**src/sv/sha256_hash_engine_macros.svh**
```systemverilog
// Assertion helpers for the SHA-256 engine
`ifndef SHA256_HASH_ENGINE_MACROS_SVH
`define SHA256_HASH_ENGINE_MACROS_SVH
`ifndef SYNTHESIS
`define SHA_ASSERT_IMPL(label, clk, rst_n, prop) \
    label: assert property (@(posedge clk) disable iff (!rst_n) prop) \
        else $error("assertion failed");
`define SHA_ASSERT_NEVER(label, clk, rst_n, cond) \
    label: assert property (@(posedge clk) disable iff (!rst_n) !(cond)) \
        else $error("forbidden condition");
`else
`define SHA_ASSERT_IMPL(label, clk, rst_n, prop)
`define SHA_ASSERT_NEVER(label, clk, rst_n, cond)
`endif
`endif

```
**src/sv/sha_pkg.sv**
```systemverilog
`timescale 1ns / 1ps
package sha_pkg;
    localparam int QDEPTH = 4;
    localparam int QAW = 2;

    typedef struct packed {
        logic [7:0] data_byte;
        logic       has_byte;
        logic       end_of_message;
    } sha_req_t;

    localparam logic [31:0] INIT_WORDS [8] = '{
        32'h6A09E667, 32'hBB67AE85, 32'h3C6EF372, 32'hA54FF53A,
        32'h510E527F, 32'h9B05688C, 32'h1F83D9AB, 32'h5BE0CD19
    };

    localparam logic [31:0] ROUND_CONSTS [64] = '{
        32'h428A2F98, 32'h71374491, 32'hB5C0FBCF, 32'hE9B5DBA5,
        32'h3956C25B, 32'h59F111F1, 32'h923F82A4, 32'hAB1C5ED5,
        32'hD807AA98, 32'h12835B01, 32'h243185BE, 32'h550C7DC3,
        32'h72BE5D74, 32'h80DEB1FE, 32'h9BDC06A7, 32'hC19BF174,
        32'hE49B69C1, 32'hEFBE4786, 32'h0FC19DC6, 32'h240CA1CC,
        32'h2DE92C6F, 32'h4A7484AA, 32'h5CB0A9DC, 32'h76F988DA,
        32'h983E5152, 32'hA831C66D, 32'hB00327C8, 32'hBF597FC7,
        32'hC6E00BF3, 32'hD5A79147, 32'h06CA6351, 32'h14292967,
        32'h27B70A85, 32'h2E1B2138, 32'h4D2C6DFC, 32'h53380D13,
        32'h650A7354, 32'h766A0ABB, 32'h81C2C92E, 32'h92722C85,
        32'hA2BFE8A1, 32'hA81A664B, 32'hC24B8B70, 32'hC76C51A3,
        32'hD192E819, 32'hD6990624, 32'hF40E3585, 32'h106AA070,
        32'h19A4C116, 32'h1E376C08, 32'h2748774C, 32'h34B0BCB5,
        32'h391C0CB3, 32'h4ED8AA4A, 32'h5B9CCA4F, 32'h682E6FF3,
        32'h748F82EE, 32'h78A5636F, 32'h84C87814, 32'h8CC70208,
        32'h90BEFFFA, 32'hA4506CEB, 32'hBEF9A3F7, 32'hC67178F2
    };

    localparam logic [7:0] PAD_BYTE = 8'h80;
    localparam logic [3:0] LEN_WORD_HI = 4'd14;
    localparam logic [3:0] LEN_WORD_LO = 4'd15;
    localparam logic [5:0] LEN_POS = 6'd56;

    function automatic logic [31:0] rotr(input logic [31:0] x, input int n);
        rotr = (x >> n) | (x << (32 - n));
    endfunction
endpackage

```
**src/sv/sha_front.sv**
```systemverilog
`timescale 1ns / 1ps
// Input side: drops empty non-final requests, queues the rest
module sha_front
    import sha_pkg::*;
(
    input  logic     clk,
    input  logic     rst_n,
    input  logic     in_valid,
    output logic     in_stall,
    input  sha_req_t in_req,
    output logic     q_valid,
    input  logic     q_pop,
    output sha_req_t q_req
);
    sha_req_t         mem_reg [QDEPTH];
    logic [QAW-1:0]   wr_reg, rd_reg;
    logic [QAW:0]     cnt_reg;
    logic             push;

    assign in_stall = (cnt_reg == (QAW+1)'(QDEPTH));
    assign push = in_valid && !in_stall && (in_req.has_byte || in_req.end_of_message);
    assign q_valid = (cnt_reg != '0);
    assign q_req = mem_reg[rd_reg];

    always_ff @(posedge clk or negedge rst_n)
    begin
        if (!rst_n)
        begin
            wr_reg  <= '0;
            rd_reg  <= '0;
            cnt_reg <= '0;
        end
        else
        begin
            if (push)
            begin
                wr_reg <= wr_reg + 1'b1;
            end
            if (q_pop && q_valid)
            begin
                rd_reg <= rd_reg + 1'b1;
            end
            cnt_reg <= cnt_reg + (QAW+1)'(push) - (QAW+1)'(q_pop && q_valid);
        end
    end

    always_ff @(posedge clk)
    begin
        if (push)
        begin
            mem_reg[wr_reg] <= in_req;
        end
    end
endmodule

```
**src/sv/sha_back.sv**
```systemverilog
`timescale 1ns / 1ps
// Block assembly, padding, 64-round compression and digest output
module sha_back
    import sha_pkg::*;
(
    input  logic        clk,
    input  logic        rst_n,
    input  logic        q_valid,
    output logic        q_pop,
    input  sha_req_t    q_req,
    output logic        out_valid,
    input  logic        out_stall,
    output logic [31:0] digest_word,
    output logic [2:0]  word_index,
    output logic        last_word
);
    typedef enum logic [2:0] {
        S_IDLE, S_PAD, S_ROUND, S_FOLD, S_EMIT
    } state_t;

    state_t       state_reg;
    logic [31:0]  blk_reg [16];      // block as words, doubles as schedule window
    logic [31:0]  h_reg [8];
    logic [31:0]  v_reg [8];
    logic [5:0]   fill_reg;
    logic [63:0]  len_reg;
    logic [5:0]   rnd_reg;
    logic         fin_reg;          // finishing: padding block still pending
    logic         extra_reg;        // second padding block still to run
    logic [2:0]   idx_reg;
    // marks that the running block is the last block of a message
    logic         done_blk_reg;

    logic [31:0]  w, w_new, s0, s1, ch, maj, t1, t2, wm2, wm15;
    logic [3:0]   ti;

    assign ti = rnd_reg[3:0];
    assign wm2 = blk_reg[ti - 4'd2];
    assign wm15 = blk_reg[ti - 4'd15];
    assign w_new = (rotr(wm2, 17) ^ rotr(wm2, 19) ^ (wm2 >> 10)) + blk_reg[ti - 4'd7]
        + (rotr(wm15, 7) ^ rotr(wm15, 18) ^ (wm15 >> 3)) + blk_reg[ti];
    assign w = (rnd_reg < 6'd16) ? blk_reg[ti] : w_new;
    assign s1 = rotr(v_reg[4], 6) ^ rotr(v_reg[4], 11) ^ rotr(v_reg[4], 25);
    assign ch = (v_reg[4] & v_reg[5]) ^ (~v_reg[4] & v_reg[6]);
    assign t1 = v_reg[7] + s1 + ch + ROUND_CONSTS[rnd_reg] + w;
    assign s0 = rotr(v_reg[0], 2) ^ rotr(v_reg[0], 13) ^ rotr(v_reg[0], 22);
    assign maj = (v_reg[0] & v_reg[1]) ^ (v_reg[0] & v_reg[2]) ^ (v_reg[1] & v_reg[2]);
    assign t2 = s0 + maj;

    assign q_pop = (state_reg == S_IDLE);
    assign out_valid = (state_reg == S_EMIT);
    assign digest_word = h_reg[idx_reg];
    assign word_index = idx_reg;
    assign last_word = (idx_reg == 3'd7);

    always_ff @(posedge clk or negedge rst_n)
    begin
        if (!rst_n)
        begin
            state_reg <= S_IDLE;
            fill_reg  <= '0;
            len_reg   <= '0;
            rnd_reg   <= '0;
            fin_reg   <= 1'b0;
            extra_reg <= 1'b0;
            idx_reg   <= '0;
            for (int i = 0; i < 8; i++)
            begin
                h_reg[i] <= INIT_WORDS[i];
            end
        end
        else
        begin
            unique case (state_reg)
                S_IDLE:
                begin
                    if (q_valid)
                    begin
                        if (q_req.has_byte)
                        begin
                            blk_reg[fill_reg[5:2]][8*(3-fill_reg[1:0]) +: 8] <= q_req.data_byte;
                            fill_reg <= fill_reg + 6'd1;
                            len_reg  <= len_reg + 64'd8;
                        end
                        fin_reg <= q_req.end_of_message;
                        if (q_req.has_byte && fill_reg == 6'd63)
                        begin
                            state_reg <= S_ROUND;
                            rnd_reg   <= '0;
                            for (int i = 0; i < 8; i++)
                            begin
                                v_reg[i] <= h_reg[i];
                            end
                        end
                        else if (q_req.end_of_message)
                        begin
                            state_reg <= S_PAD;
                        end
                    end
                end
                S_PAD:
                begin
                    // pad byte at fill position, zero the rest
                    for (int b = 0; b < 64; b++)
                    begin
                        if (6'(b) == fill_reg)
                        begin
                            blk_reg[4'(b / 4)][8*(3-b%4) +: 8] <= PAD_BYTE;
                        end
                        else if (6'(b) > fill_reg)
                        begin
                            blk_reg[4'(b / 4)][8*(3-b%4) +: 8] <= 8'h00;
                        end
                    end
                    if (fill_reg < LEN_POS)
                    begin
                        blk_reg[LEN_WORD_HI] <= len_reg[63:32];
                        blk_reg[LEN_WORD_LO] <= len_reg[31:0];
                        extra_reg <= 1'b0;
                    end
                    else
                    begin
                        extra_reg <= 1'b1;
                    end
                    fin_reg   <= 1'b0;
                    rnd_reg   <= '0;
                    state_reg <= S_ROUND;
                    for (int i = 0; i < 8; i++)
                    begin
                        v_reg[i] <= h_reg[i];
                    end
                end
                S_ROUND:
                begin
                    if (rnd_reg >= 6'd16)
                    begin
                        blk_reg[ti] <= w_new;
                    end
                    v_reg[7] <= v_reg[6];
                    v_reg[6] <= v_reg[5];
                    v_reg[5] <= v_reg[4];
                    v_reg[4] <= v_reg[3] + t1;
                    v_reg[3] <= v_reg[2];
                    v_reg[2] <= v_reg[1];
                    v_reg[1] <= v_reg[0];
                    v_reg[0] <= t1 + t2;
                    rnd_reg  <= rnd_reg + 6'd1;
                    if (rnd_reg == 6'd63)
                    begin
                        state_reg <= S_FOLD;
                    end
                end
                S_FOLD:
                begin
                    for (int i = 0; i < 8; i++)
                    begin
                        h_reg[i] <= h_reg[i] + v_reg[i];
                    end
                    rnd_reg  <= '0;
                    fill_reg <= '0;
                    if (fin_reg)
                    begin
                        state_reg <= S_PAD;
                    end
                    else if (extra_reg)
                    begin
                        // length-only block
                        extra_reg <= 1'b0;
                        for (int i = 0; i < 14; i++)
                        begin
                            blk_reg[i] <= '0;
                        end
                        blk_reg[LEN_WORD_HI] <= len_reg[63:32];
                        blk_reg[LEN_WORD_LO] <= len_reg[31:0];
                        state_reg <= S_ROUND;
                        for (int i = 0; i < 8; i++)
                        begin
                            v_reg[i] <= h_reg[i] + v_reg[i];
                        end
                    end
                    else if (done_blk_reg)
                    begin
                        // a fold that closed the final block goes to output
                        state_reg <= S_EMIT;
                        idx_reg   <= '0;
                    end
                    else
                    begin
                        state_reg <= S_IDLE;
                    end
                end
                S_EMIT:
                begin
                    if (!out_stall)
                    begin
                        idx_reg <= idx_reg + 3'd1;
                        if (idx_reg == 3'd7)
                        begin
                            state_reg <= S_IDLE;
                            len_reg   <= '0;
                            fill_reg  <= '0;
                            for (int i = 0; i < 8; i++)
                            begin
                                h_reg[i] <= INIT_WORDS[i];
                            end
                        end
                    end
                end
                default:
                begin
                    state_reg <= S_IDLE;
                end
            endcase
        end
    end

    always_ff @(posedge clk or negedge rst_n)
    begin
        if (!rst_n)
        begin
            done_blk_reg <= 1'b0;
        end
        else if (state_reg == S_PAD)
        begin
            done_blk_reg <= (fill_reg < LEN_POS);
        end
        else if (state_reg == S_FOLD && extra_reg)
        begin
            done_blk_reg <= 1'b1;
        end
        else if (state_reg == S_EMIT)
        begin
            done_blk_reg <= 1'b0;
        end
    end
endmodule

```
**src/sv/sha256_hash_engine.sv**
```systemverilog
`timescale 1ns / 1ps
// Streaming SHA-256: one message byte per request, digest given as eight 32-bit
// words, most significant first, after a request with end_of_message set. A
// four-entry request queue holds up to four requests while a block compresses.
// Bytes are loaded from the queue into the block; after the 64th byte the
// compression runs one round per cycle, 64 rounds followed by a fold, and no
// new byte is taken until the block is done. Finishing takes a padding step
// and one or two further blocks, then eight output words, which out_stall can
// hold.
`include "sha256_hash_engine_macros.svh"
module sha256_hash_engine
    import sha_pkg::*;
(
    input  logic        clk,
    input  logic        rst_n,
    input  logic        in_valid,
    output logic        in_stall,
    input  logic [7:0]  data_byte,
    input  logic        has_byte,
    input  logic        end_of_message,
    output logic        out_valid,
    input  logic        out_stall,
    output logic [31:0] digest_word,
    output logic [2:0]  word_index,
    output logic        last_word
);
    sha_req_t in_req, q_req;
    logic     q_valid, q_pop;

    assign in_req = '{data_byte: data_byte, has_byte: has_byte,
                      end_of_message: end_of_message};

    sha_front u_front (
        .clk(clk), .rst_n(rst_n), .in_valid(in_valid), .in_stall(in_stall),
        .in_req(in_req), .q_valid(q_valid), .q_pop(q_pop), .q_req(q_req)
    );

    sha_back u_back (
        .clk(clk), .rst_n(rst_n), .q_valid(q_valid), .q_pop(q_pop), .q_req(q_req),
        .out_valid(out_valid), .out_stall(out_stall), .digest_word(digest_word),
        .word_index(word_index), .last_word(last_word)
    );

    `SHA_ASSERT_IMPL(a_last_idx, clk, rst_n, (out_valid && last_word) |-> (word_index == 3'd7))
    `SHA_ASSERT_IMPL(a_hold, clk, rst_n, (out_valid && out_stall) |=> $stable(digest_word))
    `SHA_ASSERT_NEVER(a_no_pop_busy, clk, rst_n, out_valid && q_pop)
endmodule
```
**config.mk**
```make
export PLATFORM = sky130hd
export DESIGN_NAME = sha256_hash_engine
export DESIGN_NICKNAME = d
export VERILOG_FILES = /design/src/sv/sha_pkg.sv /design/src/sv/sha_front.sv /design/src/sv/sha_back.sv /design/src/sv/sha256_hash_engine.sv
export VERILOG_INCLUDE_DIRS = /design/src /design/src/sv
export SDC_FILE = /design/constraint.sdc
export NUM_CORES = 2
export LEC_CHECK = 0
export BUFFER_PORTS_ARGS = -buffer_cell sky130_fd_sc_hd__buf_2
export CAP_MARGIN = 20
export CORE_MARGIN = 2
export CORE_UTILIZATION = 45
export DETAILED_ROUTE_END_ITERATION = 12
export GPL_ROUTABILITY_DRIVEN = 0
export PLACE_DENSITY = 0.67
export REMOVE_ABC_BUFFERS = 1
export SKIP_LAST_GASP = 1
export SLEW_MARGIN = 30
export SYNTH_ARGS = -nofsm -noshare
export SYNTH_HDL_FRONTEND = slang
export SYNTH_SLANG_ARGS = --single-unit
```
**constraint.sdc**
```tcl
create_clock -name clk -period 12.1 [get_ports clk]
set_input_delay 1.21 -clock clk [delete_from_list [all_inputs] [get_ports clk]]
set_output_delay 1.21 -clock clk [all_outputs]
set_load 0.02 [all_outputs]
```
==> results.cfg <==
[global_route]
grt_pass1_vias = 75400
grt_overflow = 0
track_usage_pct = 33.2
antenna_found_initial = 7
grt_pass1_wl_mm = 498
grt_max_degree = 159

[cells_and_area]
drive_above_1_share_pct = 14.9
final_core_util_pct = 49.6
final_cells = 11600
seqCellArea_um2 = 29100
n_fill_cell = 17700
layout_common_cells = 831 x o21ai_0, 783 x nand2_1, 683 x nor2_1
layout_commonest_cell = o21ai_0
largest_reg_flops = 512
fin_nets = 9523
area_growth_pct = 9.51
multiInputGateArea_um2 = 55900

[clock_tree]
htree_levels = 4
cts_sinks = 1153
clk_latency_ns = 0.87
ctsHoldBuffers = 0
cts_tree = done
cts_buffers = 135
cts_buffer_depth = 3
path_clk_slew_ns = 0.06
root_buffer = clkbuf_16

[logic_synthesis]
synth_edf_count = 411
yosys-top-cells-area = edfxtp_1 14%, mux4_2 13%, dfxtp_1 9.0%, dfrtp_1 5.9%, ha_1 5.9%
synth_ff_type = edfxtp_1
synth_top_cell_by_area = edfxtp_1
ys_ff_latch = 1153
syn-cell-area_um2 = 88300
yosysSeqAreaShare_pct = 33.0
synthDistinctLibCells = 94
synthCells = 9064
ys_async_sr_fraction_pct = 29.9
syn_area_per_cell_um2 = 9.74
yosys_warnings = 0
yosys.area.top_type_share_pct = 14.0

[timing]
hold_viol = 0
grt_setup_unrepaired = true
period_minus_slack_ns = 11.71
fmax_mhz = 85.4
finalMaxSlewViolations = 0
fin_setup_tns_ns = 0
tightest_slew_ns = 1.14
fin_crit_sh_pct = 96.8
clock-skew-final_ns = 0.0702
finalSetupViolations = 0
slew_headroom_pct = 24.1
fin_ws_ns = 0.385

[floorplan]
boundaryPins = 52
num_rows = 162
die_h_um = 447
start_util_pct = 45.3
die-area_um2 = 200000
chipWidth_um = 447
core-area_um2 = 195000

[setup_path]
crit_required_ns = 12.73
critPathSlowestCell = mux4_1
cp-start-kind = register
critical_path_class = register to register
worst_path_largest_cell_delay_ns = 0.63
cp-end-kind = register
arrival_ns = 12.34
critPathMaxFanout = 23

[route]
via_per_inst = 6.86
drtAntennaViolNets = 0
drt_drc_violations_left = 0
wl_per_cell_um = 29.3
drt_iter0_drc = 13200
drtPass1Iterations = 12
routed_wirelength_mm = 341
vias = 79900

[placed_design]
dp_cells = 11400
pre_cts_slack_ns = 0.00401
io_buffers = 51
dpl.hpwl_mm = 247

[outcome]
status = complete, no violations

[job]
max_cap_violations = 0

[hold_path]
min_path_type = input pin to asynchronous set/reset pin
==> logic make-up after synthesis <==
| kind of cell | Yosys count | share of synthesized area, % |
|---|---|---|
| flip-flops | 1153 | 33.0 |
| adder cells (fa/ha/maj) | 639 | 10.6 |
| buffers and inverters | 948 | 4.13 |
| XOR/XNOR | 634 | 6.33 |
| AO/OA/AOI/OAI | 2703 | 19.3 |
| AND/OR/NAND/NOR | 2279 | 11.5 |
| multiplexers | 708 | 15.2 |
==> critical path: cells and delay by family (launching register included) <==
family / cells / cell delay, ns
xor gates and xnor gates: 4 / 0.98
buffers and inverters: 3 / 0.57
AOI/OAI and AO/OA: 19 / 4.24
muxes: 3 / 1.49
adders and majority gates: 8 / 3.28
and+or+nand+nor: 3 / 0.44
DFF: 1 / 0.50
==> layout make-up <==
class | instances | share of cell area, %
Clock buffer | 195 | 4.02
Antenna cell | 8 | 0.0207
Tap cell | 2624 | 3.40
Inverter | 347 | 1.35
Timing Repair Buffer | 300 | 2.54
Multi-Input combinational cell | 6963 | 57.8
Sequential cell | 1153 | 30.1
Clock inverter | 55 | 0.722
==> repair_timing <==
item	4_1_cts	5_1_grt
gates resized for setup	0	24
setup endpoints to repair	3	16
pin swaps	1	2
buffers inserted	5	5
gates cloned	0	2
==> per-layer routing <==
metal  global-route usage [%]  up-vias  wire [um]  part of all wire (%)
met5                     1.44        -        678                  0.20
met4                     17.5       23      22600                   6.6
met3                     15.3     1426      54100                    16
met2                     45.9     6276     136000                    40
met1                     42.9    38800     127000                    37
li1                         -    33400          -                     -
==> final timing paths <==
path	startpoint	to	slack [ns]	cells after the start
max	u_back.rnd_reg[0]$_DFFE_PN0P_	u_back.v_reg[0][28]$_DFFE_PP_	0.39	40
max reg2reg	u_back.rnd_reg[0]$_DFFE_PN0P_	u_back.v_reg[0][28]$_DFFE_PP_	0.39	40
max in group asynchronous	rst_n	u_back.h_reg[148]$_DFFE_PN0P_	9.25	4
min in group clk	u_back.blk_reg[3][30]$_SDFFE_PP0P_	u_back.blk_reg[3][30]$_SDFFE_PP0P_	0.49	2
min reg2reg	u_back.blk_reg[3][30]$_SDFFE_PP0P_	u_back.blk_reg[3][30]$_SDFFE_PP0P_	0.49	2
min	rst_n	u_back.fill_reg[0]$_DFFE_PN0P_	0.27	1
==> synth_stat cells (165+ instances only) <==
master / n
o21ai_0: 840
xor2_1: 205
ha_1: 413
mux2i_1: 165
mux4_2: 491
clkbuf_1: 479
nand3_1: 290
fa_1: 196
dfxtp_1: 397
inv_1: 346
a21oi_1: 566
nand2_1: 788
dfrtp_1: 209
a21o_1: 173
xnor2_1: 425
a211oi_1: 228
edfxtp_1: 411
nor2_1: 709
==> metrics by stage <==
step | hold WS (ns) | instance area (um^2)
2_1_floorplan | 0.446 | 85900
3_3_place_gp | 0.461 | 91700
3_5_place_dp | 0.473 | 91700
4_1_cts | 0.228 | 96300
5_1_grt | 0.257 | 96600
6_report | 0.274 | 96600
Power is left out: the tool's default activity adds up to more than one toggle a clock period on the data nets, which glitch-free logic cannot reach.
